--- src/spq_pkg.sv ---
package spq_pkg;

  localparam int ValueWidth = 32;
  localparam int PrioWidth  = 8;
  localparam int OccWidth   = 5;

  localparam logic FUNC_ENQ = 1'b0;
  localparam logic FUNC_DEQ = 1'b1;

  localparam logic [1:0] ST_OK        = 2'd0;
  localparam logic [1:0] ST_OVERFLOW  = 2'd1;
  localparam logic [1:0] ST_UNDERFLOW = 2'd2;

  typedef struct packed {
    logic                         func;
    logic signed [ValueWidth-1:0] item_value;
    logic [PrioWidth-1:0]         item_priority;
  } spq_in_t;

  typedef struct packed {
    logic [1:0]                   status;
    logic signed [ValueWidth-1:0] out_value;
    logic [PrioWidth-1:0]         out_priority;
    logic [OccWidth-1:0]          occupancy;
  } spq_out_t;

  typedef struct packed {
    logic signed [ValueWidth-1:0] value;
    logic [PrioWidth-1:0]         prio;
  } spq_entry_t;

endpackage

--- src/spq_mem.sv ---
module spq_mem #(
  parameter int DEPTH = 16,
  parameter int AW    = $clog2(DEPTH)
) (
  input  logic                clk_i,
  input  logic                we_i,
  input  logic [AW-1:0]       waddr_i,
  input  spq_pkg::spq_entry_t wdata_i,
  input  logic [AW-1:0]       raddr_i,
  output spq_pkg::spq_entry_t rdata_o
);
  import spq_pkg::*;

  spq_entry_t mem_q [DEPTH];
  spq_entry_t rdata_q;

  always_ff @(posedge clk_i) begin
    if (we_i) begin
      mem_q[waddr_i] <= wdata_i;
    end
    rdata_q <= mem_q[raddr_i];
  end

  assign rdata_o = rdata_q;

endmodule

--- src/spq_ctrl.sv ---
module spq_ctrl #(
  parameter int DEPTH = 16,
  parameter int AW    = $clog2(DEPTH),
  parameter int CW    = $clog2(DEPTH + 1)
) (
  input  logic                clk_i,
  input  logic                rst_ni,
  input  logic                in_valid_i,
  output logic                in_ready_o,
  input  spq_pkg::spq_in_t    in_i,
  output logic                res_valid_o,
  input  logic                res_ready_i,
  output spq_pkg::spq_out_t   res_o,
  output logic                mem_we_o,
  output logic [AW-1:0]       mem_waddr_o,
  output spq_pkg::spq_entry_t mem_wdata_o,
  output logic [AW-1:0]       mem_raddr_o,
  input  spq_pkg::spq_entry_t mem_rdata_i
);
  import spq_pkg::*;

  typedef enum logic [2:0] {
    S_IDLE,
    S_ENQ_RD,
    S_ENQ_CMP,
    S_ENQ_PUT,
    S_DEQ_RD0,
    S_DEQ_HEAD,
    S_DEQ_RD,
    S_DEQ_MV
  } state_e;

  state_e state_q, state_d;
  logic   done_q, done_d;
  logic [AW-1:0] pos_q, pos_d;
  logic [CW-1:0] count_q, count_d;
  spq_entry_t    item_q, item_d;
  logic [1:0]    status_q, status_d;
  spq_entry_t    head_q, head_d;

  logic fin_enq, fin_deq;

  always_comb begin
    state_d  = state_q;
    done_d   = done_q;
    pos_d    = pos_q;
    count_d  = count_q;
    item_d   = item_q;
    status_d = status_q;
    head_d   = head_q;
    fin_enq  = 1'b0;
    fin_deq  = 1'b0;
    mem_we_o    = 1'b0;
    mem_waddr_o = pos_q;
    mem_wdata_o = item_q;
    mem_raddr_o = pos_q;

    if (done_q) begin
      if (res_ready_i) begin
        done_d = 1'b0;
      end
    end else begin
      unique case (state_q)
        S_IDLE: begin
          if (in_valid_i) begin
            item_d.value = in_i.item_value;
            item_d.prio  = in_i.item_priority;
            status_d = ST_OK;
            head_d   = '0;
            pos_d    = count_q[AW-1:0];
            if (in_i.func == FUNC_ENQ) begin
              if (count_q == CW'(DEPTH)) begin
                status_d = ST_OVERFLOW;
                done_d   = 1'b1;
              end else if (count_q == '0) begin
                state_d = S_ENQ_PUT;
              end else begin
                state_d = S_ENQ_RD;
              end
            end else begin
              pos_d = '0;
              if (count_q == '0) begin
                status_d = ST_UNDERFLOW;
                done_d   = 1'b1;
              end else begin
                state_d = S_DEQ_RD0;
              end
            end
          end
        end
        S_ENQ_RD: begin
          mem_raddr_o = pos_q - AW'(1);
          state_d     = S_ENQ_CMP;
        end
        S_ENQ_CMP: begin
          mem_we_o = 1'b1;
          if (mem_rdata_i.prio < item_q.prio) begin
            mem_wdata_o = mem_rdata_i;
            pos_d       = pos_q - AW'(1);
            state_d     = (pos_q == AW'(1)) ? S_ENQ_PUT : S_ENQ_RD;
          end else begin
            fin_enq = 1'b1;
          end
        end
        S_ENQ_PUT: begin
          mem_we_o = 1'b1;
          fin_enq  = 1'b1;
        end
        S_DEQ_RD0: begin
          mem_raddr_o = '0;
          state_d     = S_DEQ_HEAD;
        end
        S_DEQ_HEAD: begin
          head_d = mem_rdata_i;
          if (count_q == CW'(1)) begin
            fin_deq = 1'b1;
          end else begin
            state_d = S_DEQ_RD;
          end
        end
        S_DEQ_RD: begin
          mem_raddr_o = pos_q + AW'(1);
          state_d     = S_DEQ_MV;
        end
        S_DEQ_MV: begin
          mem_we_o    = 1'b1;
          mem_wdata_o = mem_rdata_i;
          pos_d       = pos_q + AW'(1);
          if (CW'(pos_q) + CW'(2) == count_q) begin
            fin_deq = 1'b1;
          end else begin
            state_d = S_DEQ_RD;
          end
        end
        default: state_d = S_IDLE;
      endcase
    end

    if (fin_enq) begin
      count_d = count_q + CW'(1);
      state_d = S_IDLE;
      done_d  = 1'b1;
    end
    if (fin_deq) begin
      count_d = count_q - CW'(1);
      state_d = S_IDLE;
      done_d  = 1'b1;
    end
  end

  always_ff @(posedge clk_i or negedge rst_ni) begin
    if (!rst_ni) begin
      state_q  <= S_IDLE;
      done_q   <= 1'b0;
      pos_q    <= '0;
      count_q  <= '0;
      item_q   <= '0;
      status_q <= ST_OK;
      head_q   <= '0;
    end else begin
      state_q  <= state_d;
      done_q   <= done_d;
      pos_q    <= pos_d;
      count_q  <= count_d;
      item_q   <= item_d;
      status_q <= status_d;
      head_q   <= head_d;
    end
  end

  assign in_ready_o         = (state_q == S_IDLE) && !done_q;
  assign res_valid_o        = done_q;
  assign res_o.status       = status_q;
  assign res_o.out_value    = head_q.value;
  assign res_o.out_priority = head_q.prio;
  assign res_o.occupancy    = OccWidth'(count_q);

  a_count_bound: assert property (@(posedge clk_i) disable iff (!rst_ni)
    count_q <= CW'(DEPTH))
    else $error("entry count above depth");

  a_overflow_full: assert property (@(posedge clk_i) disable iff (!rst_ni)
    done_q && status_q == ST_OVERFLOW |-> count_q == CW'(DEPTH))
    else $error("overflow reported while not full");

  a_underflow_empty: assert property (@(posedge clk_i) disable iff (!rst_ni)
    done_q && status_q == ST_UNDERFLOW |-> count_q == '0)
    else $error("underflow reported while not empty");

  a_no_write_idle: assert property (@(posedge clk_i) disable iff (!rst_ni)
    (state_q == S_IDLE || done_q) |-> !mem_we_o)
    else $error("store written outside an operation");

endmodule

--- src/sorted_priority_queue_top.sv ---
// Sorted priority queue, highest priority at the head.
// Input channel (in_valid_i/in_ready_o/in_i): one word is one operation,
// enqueue of a value and priority, or dequeue of the head. An enqueued entry
// goes behind all entries of greater or equal priority.
// Output channel (out_valid_o/out_ready_i/out_o): one result word per
// operation with status, dequeued value/priority and occupancy after it.
// Operations run one at a time on a store with one read and one write port,
// walked by a sequencer with one priority comparator; every step of the walk
// is a read followed by a compare/write (enqueue) or a move (dequeue).
// Overflow and underflow are reported without a walk of the store.
// The next word is taken only after the result has entered the output
// register. The output register lets a result wait while the next operation
// runs; a stalled receiver holds the sequencer only when a second result is
// ready before the first is taken.
// Reset empties the queue; store contents are not cleared.
module sorted_priority_queue_top #(
  parameter int DEPTH = 16
) (
  input  logic              clk_i,
  input  logic              rst_ni,
  input  logic              in_valid_i,
  output logic              in_ready_o,
  input  spq_pkg::spq_in_t  in_i,
  output logic              out_valid_o,
  input  logic              out_ready_i,
  output spq_pkg::spq_out_t out_o
);
  import spq_pkg::*;

  localparam int AW = $clog2(DEPTH);

  logic          res_valid, res_ready;
  spq_out_t      res;
  logic          mem_we;
  logic [AW-1:0] mem_waddr, mem_raddr;
  spq_entry_t    mem_wdata, mem_rdata;

  logic     out_valid_q, out_valid_d;
  spq_out_t out_q, out_d;

  spq_ctrl #(.DEPTH(DEPTH)) u_ctrl (
    .clk_i       (clk_i),
    .rst_ni      (rst_ni),
    .in_valid_i  (in_valid_i),
    .in_ready_o  (in_ready_o),
    .in_i        (in_i),
    .res_valid_o (res_valid),
    .res_ready_i (res_ready),
    .res_o       (res),
    .mem_we_o    (mem_we),
    .mem_waddr_o (mem_waddr),
    .mem_wdata_o (mem_wdata),
    .mem_raddr_o (mem_raddr),
    .mem_rdata_i (mem_rdata)
  );

  spq_mem #(.DEPTH(DEPTH)) u_mem (
    .clk_i   (clk_i),
    .we_i    (mem_we),
    .waddr_i (mem_waddr),
    .wdata_i (mem_wdata),
    .raddr_i (mem_raddr),
    .rdata_o (mem_rdata)
  );

  assign res_ready = !out_valid_q || out_ready_i;

  always_comb begin
    out_valid_d = out_valid_q;
    out_d       = out_q;
    if (out_valid_q && out_ready_i) begin
      out_valid_d = 1'b0;
    end
    if (res_valid && res_ready) begin
      out_valid_d = 1'b1;
      out_d       = res;
    end
  end

  always_ff @(posedge clk_i or negedge rst_ni) begin
    if (!rst_ni) begin
      out_valid_q <= 1'b0;
    end else begin
      out_valid_q <= out_valid_d;
    end
  end

  always_ff @(posedge clk_i) begin
    out_q <= out_d;
  end

  assign out_valid_o = out_valid_q;
  assign out_o       = out_q;

endmodule

--- config.mk ---
export PLATFORM = sky130hd
export DESIGN_NAME = sorted_priority_queue_top
export DESIGN_NICKNAME = d
export VERILOG_FILES = /design/src/spq_pkg.sv /design/src/spq_mem.sv /design/src/spq_ctrl.sv /design/src/sorted_priority_queue_top.sv
export SDC_FILE = /design/constraint.sdc
export NUM_CORES = 1
export LEC_CHECK = 0
export BUFFER_PORTS_ARGS = -buffer_cell sky130_fd_sc_hd__clkbuf_2
export CAP_MARGIN = 10
export CORE_ASPECT_RATIO = 0.6
export CORE_MARGIN = 2
export CORE_UTILIZATION = 40
export CTS_BUF_LIST = sky130_fd_sc_hd__clkbuf_8 sky130_fd_sc_hd__clkbuf_16
export CTS_CLUSTER_DIAMETER = 120
export DETAILED_ROUTE_END_ITERATION = 16
export HOLD_SLACK_MARGIN = 0.1
export PLACE_DENSITY = 0.56
export SLEW_MARGIN = 20
export SYNTH_ARGS = -nofsm -noshare
export SYNTH_HDL_FRONTEND = slang
export SYNTH_HIERARCHICAL = 1
export SYNTH_SLANG_ARGS = --single-unit
--- constraint.sdc ---
create_clock -name clk_i -period 5.8 [get_ports clk_i]
set_input_delay 1.16 -clock clk_i [delete_from_list [all_inputs] [get_ports clk_i]]
set_output_delay 1.16 -clock clk_i [all_outputs]
set_load 0.1 [all_outputs]
Yosys cells after proc, flatten, opt, wreduce, memory -nomap -nowiden
Memory sizes are Yosys's and may differ from the RTL's. A register that Yosys moved wholly into a read port is not among the register bits.
Cells that the tools add are included.
{"block": "totals", "reg_bits": 143, "latch_bits": 0, "mem_bits_rw": 640, "mem_bits_ro": 0, "inputBits": 45, "output_inout_bits": 49, "elab_cells": 111, "n_memories": 1}
{"name": "u_mem.mem_q", "words": 16, "word_bits": 40, "read_ports": 1, "rd_clocked_by_memory_dff": 1, "wr": 1, "line_no": "spq_mem.sv:14", "source": "spq_entry_t mem_q [DEPTH];"}
{"block": "classes", "add_sub_neg": 5, "n_mul": 0, "n_div": 0, "order_cmp": 1, "n_eq_ne": 20, "shift": 0, "muxes": 51, "bitwise": 1, "reduce_logical": 18}
{"operator": "40-bit case mux with 2 select lines", "count": 2}
{"operator": "40-bit 2-to-1 mux", "count": 3}
{"operator": "3-bit 2-to-1 mux", "count": 10}
{"operator": "4-bit case mux with 3 select lines", "count": 2}
{"operator": "1-bit 2-to-1 mux", "count": 21}
{"operator": "3-bit case mux with 7 select lines", "count": 1}
{"operator": "4-bit 2-to-1 mux", "count": 4}
{"operator": "3-bit == test (second input constant)", "count": 4}
{"operator": "4-bit by 2-bit inequality test with 1-bit output (second input constant)", "count": 3}
{"operator": "5-bit 2-to-1 mux", "count": 2}
{"operator": "5-bit by 3-bit inequality test with 1-bit output (second input constant)", "count": 2}
{"operator": "9-bit nonzero test", "count": 1}
{"operator": "8-bit < comparator", "count": 1}
{"operator": "2-bit 2-to-1 mux", "count": 4}
{"operator": "8-bit AND reduction", "count": 1}
{"operator": "3-bit by 2-bit == test with 1-bit output (second input constant)", "count": 2}
{"operator": "3-bit AND reduction", "count": 2}
{"operator": "2-bit nonzero test", "count": 3}
{"operator": "4-bit by 2-bit adder with 5-bit output (second input constant)", "count": 1}
{"operator": "5-bit by 1-bit adder with 5-bit output (second input constant)", "count": 1}
{"operator": "5-bit by 1-bit == test with 1-bit output (second input constant)", "count": 1}
{"operator": "5-bit == test", "count": 1}
{"operator": "5-bit == test (second input constant)", "count": 1}
{"operator": "5-bit zero test", "count": 1}
{"operator": "other kinds (18)", "count": 22}

Longest topological paths before layout
Gate-level depths: netlist of the first run.
{"block": "depth", "depth_word": 9, "ltp_mapped": 13, "depth_no_buf": 10}

Modules after synthesis
Netlist of the first run, hierarchy kept.
{"mod": "spq_mem", "n_inst": 1, "cells_per_inst": 1040, "area_each_um2": 25131.6, "seq_area_each_um2": 20019.2}
{"mod": "spq_ctrl", "n_inst": 1, "cells_per_inst": 515, "area_each_um2": 5248.8, "seq_area_each_um2": 2377.3}
{"mod": "sorted_priority_queue_top", "n_inst": 1, "cells_per_inst": 51, "area_each_um2": 1465.2, "seq_area_each_um2": 1436.4}

Worst setup path after synthesis of the first run
OpenSTA, ideal clock, no wires.
{"block": "synth_timing", "path_kind": "register to register", "startpoint": "register u_ctrl.done_q, in the netlist u_ctrl/res_valid_o", "endpoint": "memory u_mem/mem_q[0][0] (netlist name) (enable)", "setup_ps": 487, "t_arrival_ps": 4362, "setup_slack_ps": 951, "stages_incl_launch_ff": 7, "n_path_buf": 3, "path_cell_list": "dfrtp_1 -> clkbuf_8 -> buf_6 -> buf_1 -> nor2_1 -> or3b_2 -> nor3_1"}
{"block": "synth_via", "elab_chain_len": 3}
{"item": "from (decl)", "line_no": "spq_ctrl.sv:34", "source": "logic done_q, done_d;"}
{"item": "from (signal assigned)", "line_no": "spq_ctrl.sv:162", "source": "done_q <= done_d;"}
{"item": "1-bit 2-to-1 mux", "line_no": "spq_ctrl.sv:58", "source": "if (done_q) begin"}
{"item": "via mem_we", "line_no": "sorted_priority_queue_top.sv:34", "source": "logic mem_we;"}
{"item": "1-bit 2-to-1 mux", "line_no": "spq_mem.sv:18", "source": "if (we_i) begin"}
{"item": "1-bit 2-to-1 mux (implied by the code)", "line_no": "spq_mem.sv:19", "source": "mem_q[waddr_i] <= wdata_i;"}
{"item": "to (decl)", "line_no": "spq_mem.sv:14"}
The timed path passes the listed nets, and every way through them passes these cells.

Worst setup path in the final report of the first run
{"block": "layout_timing", "startpoint": "register u_ctrl.state_q[1]", "endpoint": "output in_ready_o"}
{"block": "layout_via", "elab_chain_len": 2}
{"item": "from (decl)", "line_no": "spq_ctrl.sv:33", "source": "state_e state_q, state_d;"}
{"item": "from (signal assigned)", "line_no": "spq_ctrl.sv:161", "source": "state_q <= state_d;"}
{"item": "3-bit zero test", "line_no": "spq_ctrl.sv:171", "source": "assign in_ready_o = (state_q == S_IDLE) && !done_q;"}
{"item": "1-bit logical AND", "line_no": "spq_ctrl.sv:171"}
{"item": "to (decl)", "line_no": "sorted_priority_queue_top.sv:22", "source": "output logic in_ready_o,"}
No other way between the ends.

==> results of run 1 <==
worst min-delay path by stage:
stage / from / endpoint / slack (ns) / cells after the start
4_1_cts: u_ctrl/res_o[41] / out_o[41] / 0.45 / 0
2_1_floorplan: u_ctrl/count_q[4] / out_o[4] / 0.42 / 0
6_report: u_ctrl/res_o[41] / out_o[41] / 0.44 / 0
3_3_place_gp: u_ctrl/res_o[32] / out_o[32] / 0.43 / 0
5_1_grt: u_ctrl/res_o[5] / out_o[5] / 0.46 / 0
3_5_place_dp: u_ctrl/res_o[41] / out_o[41] / 0.43 / 0
flip-flops by register name, summed over array words and instances, names as in the netlist:
name / cells
u_ctrl/state_q: 3
u_ctrl/mem_waddr_o: 4
out_o: 47
u_mem/mem_q: 640
u_ctrl/item_q: 40
u_mem/rdata_o: 40
u_ctrl/count_q: 5
out_valid_o: 1
u_ctrl/res_valid_o: 1
u_ctrl/status_q: 2
u_ctrl/res_o: 40
routing by layer:
| metal | up-vias | share of wire (%) | track usage [%] |
|---|---|---|---|
| li1 | 6774 | - | - |
| met1 | 8475 | 48 | 27.7 |
| met2 | 430 | 46 | 27.9 |
| met3 | 86 | 4.8 | 2.75 |
| met4 | 0 | 1.5 | 3.79 |
| met5 | - | 0 | 0 |
cell families after synthesis:
kind of cell               Yosys count  synth area share, %
DFF                                823                 74.8
adders and majority gates           17                0.668
buffers and inverters              102                 1.97
and+or+nand+nor                    229                 3.25
muxes                              244                 15.0
AOI/OAI and AO/OA                  174                 3.80
xor gates and xnor gates            17                0.491
report_power, final:
group | switching, mW | total (mW) | internal, mW
registers | 0.0000000000000000740 | 6.32 | 6.32
clock network | 2.15 | 5.03 | 2.88
logic | 0.0238 | 0.0363 | 0.0125
placed cells by master (no fill, tap or decap), drive strengths merged, types with 3 or more instances in the layout:
cell type and n:
and2 5, a211oi 4, or2 3, dfrtp 96, ha 17, nor2 34, nor3 9, nand2 137
clkbuf 186, nor2b 3, a21oi 11, nand3 7, a211o 4, clkinv 22, xnor2 10, nand4 3
mux2 80, o21ai 49, o31ai 5, edfxtp 687, buf 42, nand2b 12, or4 4, xor2 7
nand3b 3, inv 39, or3 4, bufinv 4, dfxtp 40, a22oi 81, mux4 160, mux2i 4
final cells by class:
cell class	instances	area, µm²
inverters	15	56.3
clock inverters	52	350
well taps	1066	1330
fillers	6614	43000
diodes	1	2.50
multi-input cells	681	7560
flip-flops and latches	823	23800
repair buffers	134	838
clock buffers	94	2210
==> results.py, run 1 <==
metrics = {
    "detailed_routing": {
        "wl_per_cell_um": 25.8,
        "drc": 0,
        "dr.pass1.iters": 5,
        "num_vias": 15800,
        "totalWireLength_um": 73900,
        "dr.first_iter.drc_count": 1527,
        "ant_nets": 0,
        "viasPerCell": 5.50,
    },
    "cts": {
        "cts_buffer_depth": 3,
        "cts-hold-fix-buffers": 0,
        "cts_buffers": 79,
        "htree_levels": 3,
        "ctsResizeCount": 0,
        "root_buffer": "clkbuf_16",
        "cts_setup_buffers": 0,
        "cts_sinks": 823,
        "clk_pin_slew_worst_paths_ns": 0.06,
        "clock_latency_ns": 0.62,
        "cts_tree": "done",
    },
    "worst_setup_path": {
        "crit_slowest_cell": "clkbuf_2",
        "critPathMaxFanout": 18,
        "reg2reg_slack_ns": 1.92,
        "critPathBufInv": 1,
        "critPathKind": "flop to output pin",
        "path_delay_family": "simple AND/OR/NAND/NOR gates",
        "crit_path_max_incr_delay_ns": 0.57,
        "worstPathCellList": "or2_2, nor3_1, clkbuf_2",
        "crit_required_ns": 4.64,
        "reg2reg_from": "u_ctrl/state_q[0]",
        "end_kind": "output pin",
        "cp.depth": 3,
        "crit_arrival_ns": 2.72,
        "r2r-end": "u_mem/rdata_o[32]",
        "cp-startpoint": "u_ctrl/state_q[1]",
        "start_kind": "flop",
        "reg2reg_depth": 8,
        "crit_path_end": "in_ready_o",
    },
    "logic_synthesis": {
        "yosysWarnings": 6,
        "synth_common_cells": "687 x edfxtp_1, 137 x nand2_1, 100 x mux4_2",
        "synthTopCellsByArea": "edfxtp_1 65%, dfrtp_1 7.5%, mux4_2 7.1%",
        "synth.ff_latch_count": 823,
        "yosysTopAreaCellShare_pct": 64.8,
        "syn-cell-area_um2": 31800,
        "syn_area_per_cell_um2": 19.8,
        "synth-main-ff-cell": "edfxtp_1",
        "synth_fp_nets": 1668,
        "async_reset_ff_share_pct": 11.7,
        "synth_edf_count": 687,
        "seq_area_frac_synth_pct": 74.8,
        "yosysMostFrequentCell": "edfxtp_1",
        "synth_top_cell_by_area": "edfxtp_1",
        "ys_types": 69,
        "syn_inst": 1606,
    },
    "power": {
        "power_density_nw_per_um2": 315,
        "power_mw": 11.4,
        "leakage_nw": 12.9,
        "vdd.ir_drop.worst_mv": 0.180,
    },
    "sta": {
        "skew_ns": 0.0175,
        "max_freq_ghz": 0.258,
        "setup_viol": 0,
        "hold_ws_ns": 0.443,
        "hold_viol": 0,
        "worst_slew_pin_slew_ns": 1.10,
        "setup_tns_ns": 0,
        "post-route-period-util_pct": 66.9,
        "setup_ws_ns": 1.92,
        "post-route-min-period_ns": 3.88,
        "final_max_slew_viol_count": 0,
        "maxSlewHeadroom_pct": 26.3,
        "rsz0062_at_grt": "no",
    },
    "worst_hold_path": {
        "hold_class": "flop to flop",
    },
    "floorplanning": {
        "fp.dieH_um": 223,
        "initial_core_util_pct": 40.2,
        "coreArea_um2": 79200,
        "rows": 80,
        "ios": 94,
        "die_x_um": 368,
        "die_area_um2": 82000,
    },
    "global_routing": {
        "grt_pass1_wl_um": 109000,
        "grt_overflow": 0,
        "grt_max_degree": 62,
        "grt_use_total_pct": 18.2,
        "grt_pass1_vias": 16000,
        "antenna_found_initial": 1,
    },
    "place": {
        "port_buffers": 93,
        "dpl_worst_slack_ns": 2.03,
        "placedCellCount": 2719,
        "hpwlAfterDp_um": 38400,
        "globalplace.congestion": 0.756,
        "postPlaceCellArea_um2": 33600,
    },
    "outcome": {
        "run_status": "complete, no violations",
    },
    "job": {
        "cap_violations": 0,
    },
    "finish": {
        "num-nets-final": 1796,
        "stdcell_area_um2": 36200,
        "layout-drive-gt1-share_pct": 24.2,
        "final_util_pct": 45.7,
        "syn_to_final_growth_pct": 13.6,
        "instances_no_fill": 2866,
    },
}
(Power assumes the default switching activity.)
==> run 2, diff against run 1 <==
--- a/config.mk
+++ b/config.mk
@@ -14,7 +14,7 @@
 export CTS_CLUSTER_DIAMETER = 120
 export DETAILED_ROUTE_END_ITERATION = 16
 export HOLD_SLACK_MARGIN = 0.1
-export PLACE_DENSITY = 0.56
+export PLACE_DENSITY = 0.58
 export SLEW_MARGIN = 20
 export SYNTH_ARGS = -nofsm -noshare
 export SYNTH_HDL_FRONTEND = slang
==> constraint.sdc (replaced) <==
create_clock -name clk_i -period 3.2 [get_ports clk_i]
set_input_delay 0.64 -clock clk_i [delete_from_list [all_inputs] [get_ports clk_i]]
set_output_delay 0.64 -clock clk_i [all_outputs]
set_load 0.1 [all_outputs]
==> run 2 against run 1 <==
  * Hold slack worse by 0.21 ns
  * Utilization is 1.2 points higher
  * Register-to-register slack worse by 1.8 ns
  * Non-clock buffer count is 53 higher
  * Design area is 2.7% higher
  * Critical path depth is 5 higher
  * Critical endpoint is now u_mem/mem_q[7][4]
==> results.py, run 2 (synthesis results as in run 1) <==
metrics = {
    "detailed_routing": {
        "wl_per_cell_um": 26.1,
        "dr.pass1.iters": 5,
        "route.met3.wl_um": 4330,
        "ant_nets": 0,
        "dr_wl_met2_um": 34800,
        "m1WireLength_um": 35700,
        "num_vias": 16000,
        "totalWireLength_um": 76100,
        "highest_layer": "met5",
        "dr.first_iter.drc_count": 1431,
        "viasPerCell": 5.49,
        "drc": 0,
    },
    "worst_setup_path": {
        "cp.depth": 8,
        "cp-startpoint": "u_ctrl/item_q[1]",
        "end_kind": "flop",
        "worstPathCellList": "inv_1, ha_1, a2111oi_0, o31ai_2, and2_1, nor3_4, buf_12, mux2_1",
        "reg2reg_slack_ns": 0.09,
        "path_delay_family": "compound AO/OA/AOI/OAI gates",
        "crit_required_ns": 3.50,
        "crit_path_end": "u_mem/mem_q[7][4]",
        "r2r-end": "u_mem/mem_q[7][4]",
        "critPathBufInv": 2,
        "crit_path_max_incr_delay_ns": 0.56,
        "reg2reg_from": "u_ctrl/item_q[1]",
        "start_kind": "flop",
        "reg2reg_depth": 8,
        "crit_arrival_ns": 3.41,
        "critPathKind": "flop to flop",
        "crit_slowest_cell": "mux2_1",
        "critPathMaxFanout": 25,
    },
    "floorplanning": {
        "initial_core_util_pct": 40.2,
        "coreArea_um2": 79200,
        "fp.dieH_um": 223,
        "die_area_um2": 82000,
        "die_x_um": 368,
        "rows": 80,
        "ios": 94,
    },
    "sta": {
        "skew_ns": 0.0358,
        "maxSlewHeadroom_pct": 50.0,
        "post-route-min-period_ns": 3.11,
        "setup_viol": 0,
        "max_freq_ghz": 0.322,
        "rsz0062_at_grt": "no",
        "hold_viol": 0,
        "worst_slew_pin_slew_ns": 0.749,
        "post-route-period-util_pct": 97.1,
        "setup_tns_ns": 0,
        "final_max_slew_viol_count": 0,
    },
    "finish": {
        "layout_common_cells": "687 x edfxtp_1, 136 x nand2_1, 100 x mux4_2",
        "largest_reg_flops": 640,
        "stdcell_area_um2": 37200,
        "num-nets-final": 1848,
        "diodes": 0,
        "final_util_pct": 46.9,
        "largest_register": "u_mem/mem_q",
        "instances_no_fill": 2916,
        "layout-drive-gt1-share_pct": 26.4,
        "final_common_cell": "edfxtp_1",
        "n_fill_cell": 6484,
        "syn_to_final_growth_pct": 16.7,
    },
    "power": {
        "power_density_nw_per_um2": 557,
        "power_mw": 20.7,
        "vdd.ir_drop.worst_mv": 0.334,
        "leakage_nw": 13.3,
    },
    "place": {
        "port_buffers": 93,
        "hpwlAfterDp_um": 42600,
        "postPlaceCellArea_um2": 34600,
        "placedCellCount": 2771,
        "globalplace.congestion": 0.765,
    },
    "outcome": {
        "run_status": "complete, no violations",
    },
    "global_routing": {
        "grt_max_degree": 46,
        "antenna_found_initial": 2,
        "grt_pass1_vias": 16300,
        "grt_pass1_wl_um": 113000,
        "grt_use_total_pct": 18.9,
        "grt_overflow": 0,
    },
    "cts": {
        "clock_latency_ns": 0.64,
        "cts_buffer_depth": 3,
        "cts_sinks": 823,
        "root_buffer": "clkbuf_16",
        "cts_setup_buffers": 0,
        "cts_buffers": 78,
        "htree_levels": 3,
        "cts_tree": "done",
        "clk_pin_slew_worst_paths_ns": 0.06,
    },
    "worst_hold_path": {
        "hold_class": "input port to flop",
    },
    "job": {
        "cap_violations": 0,
    },
}
[run 2: worst min path at each step]
| stage | startpoint | to | slack (ns) | cells after the start |
|---|---|---|---|---|
| after global placement | u_ctrl/res_o[13] | out_o[13] | 0.43 | 0 |
| after detailed placement | u_ctrl/status_q[0] | out_o[45] | 0.43 | 0 |
| after global routing | in_i[13] | u_ctrl/item_q[13] | 0.21 | 2 |
| after CTS | in_i[13] | u_ctrl/item_q[13] | 0.20 | 2 |
| final | in_i[13] | u_ctrl/item_q[13] | 0.24 | 2 |
| after floorplan | rst_ni | out_valid_o | 0.34 | 0 |
[run 2: through the flow]
stage | hold WS, ns | worst slack (ns)
2_1_floorplan | 0.344 | -0.573
3_3_place_gp | 0.429 | 0.205
3_5_place_dp | 0.430 | 0.133
4_1_cts | 0.195 | 0.104
5_1_grt | 0.212 | 0.00275
6_report | 0.236 | 0.0927
[run 2: final cells by class]
cell class                      instances  area [µm²]  share of cell area, %
Sequential cell                       823       23800                   64.1
Clock buffer                           92        2190                   5.89
Tap cell                             1066        1330                   3.59
Multi-Input combinational cell        681        7590                   20.4
Inverter                               15        56.3                  0.151
Clock inverter                         52         358                  0.963
Timing Repair Buffer                  187        1800                   4.85
[run 2: layer usage]
layer	GRT usage (%)	vias up
li1	-	6876
met1	28.4	8539
met2	28.7	485
met3	3.58	101
met4	4.02	2
met5	0	-
[run 2: worst register-to-register path, delay by kind of cell, from the launching register on]
family          cells  cell delay [ns]
compound gates      2             0.69
simple gates        2             0.52
fa+ha+maj           1             0.26
mux                 1             0.58
buf+inv             2             0.34
flops               1             0.36
[run 2: what timing repair did]
item / in CTS / in global routing
hold buffers: 1 / 0
resized for setup: 0 / 2
hold endpoints to repair: 22 / 0
setup endpoints to repair: 0 / 12
[run 2: power by group]
part           internal [mW]         switching, mW
Sequential              11.5  0.000000000000000110
Combinational         0.0277                0.0452
Clock                   5.21                  3.96
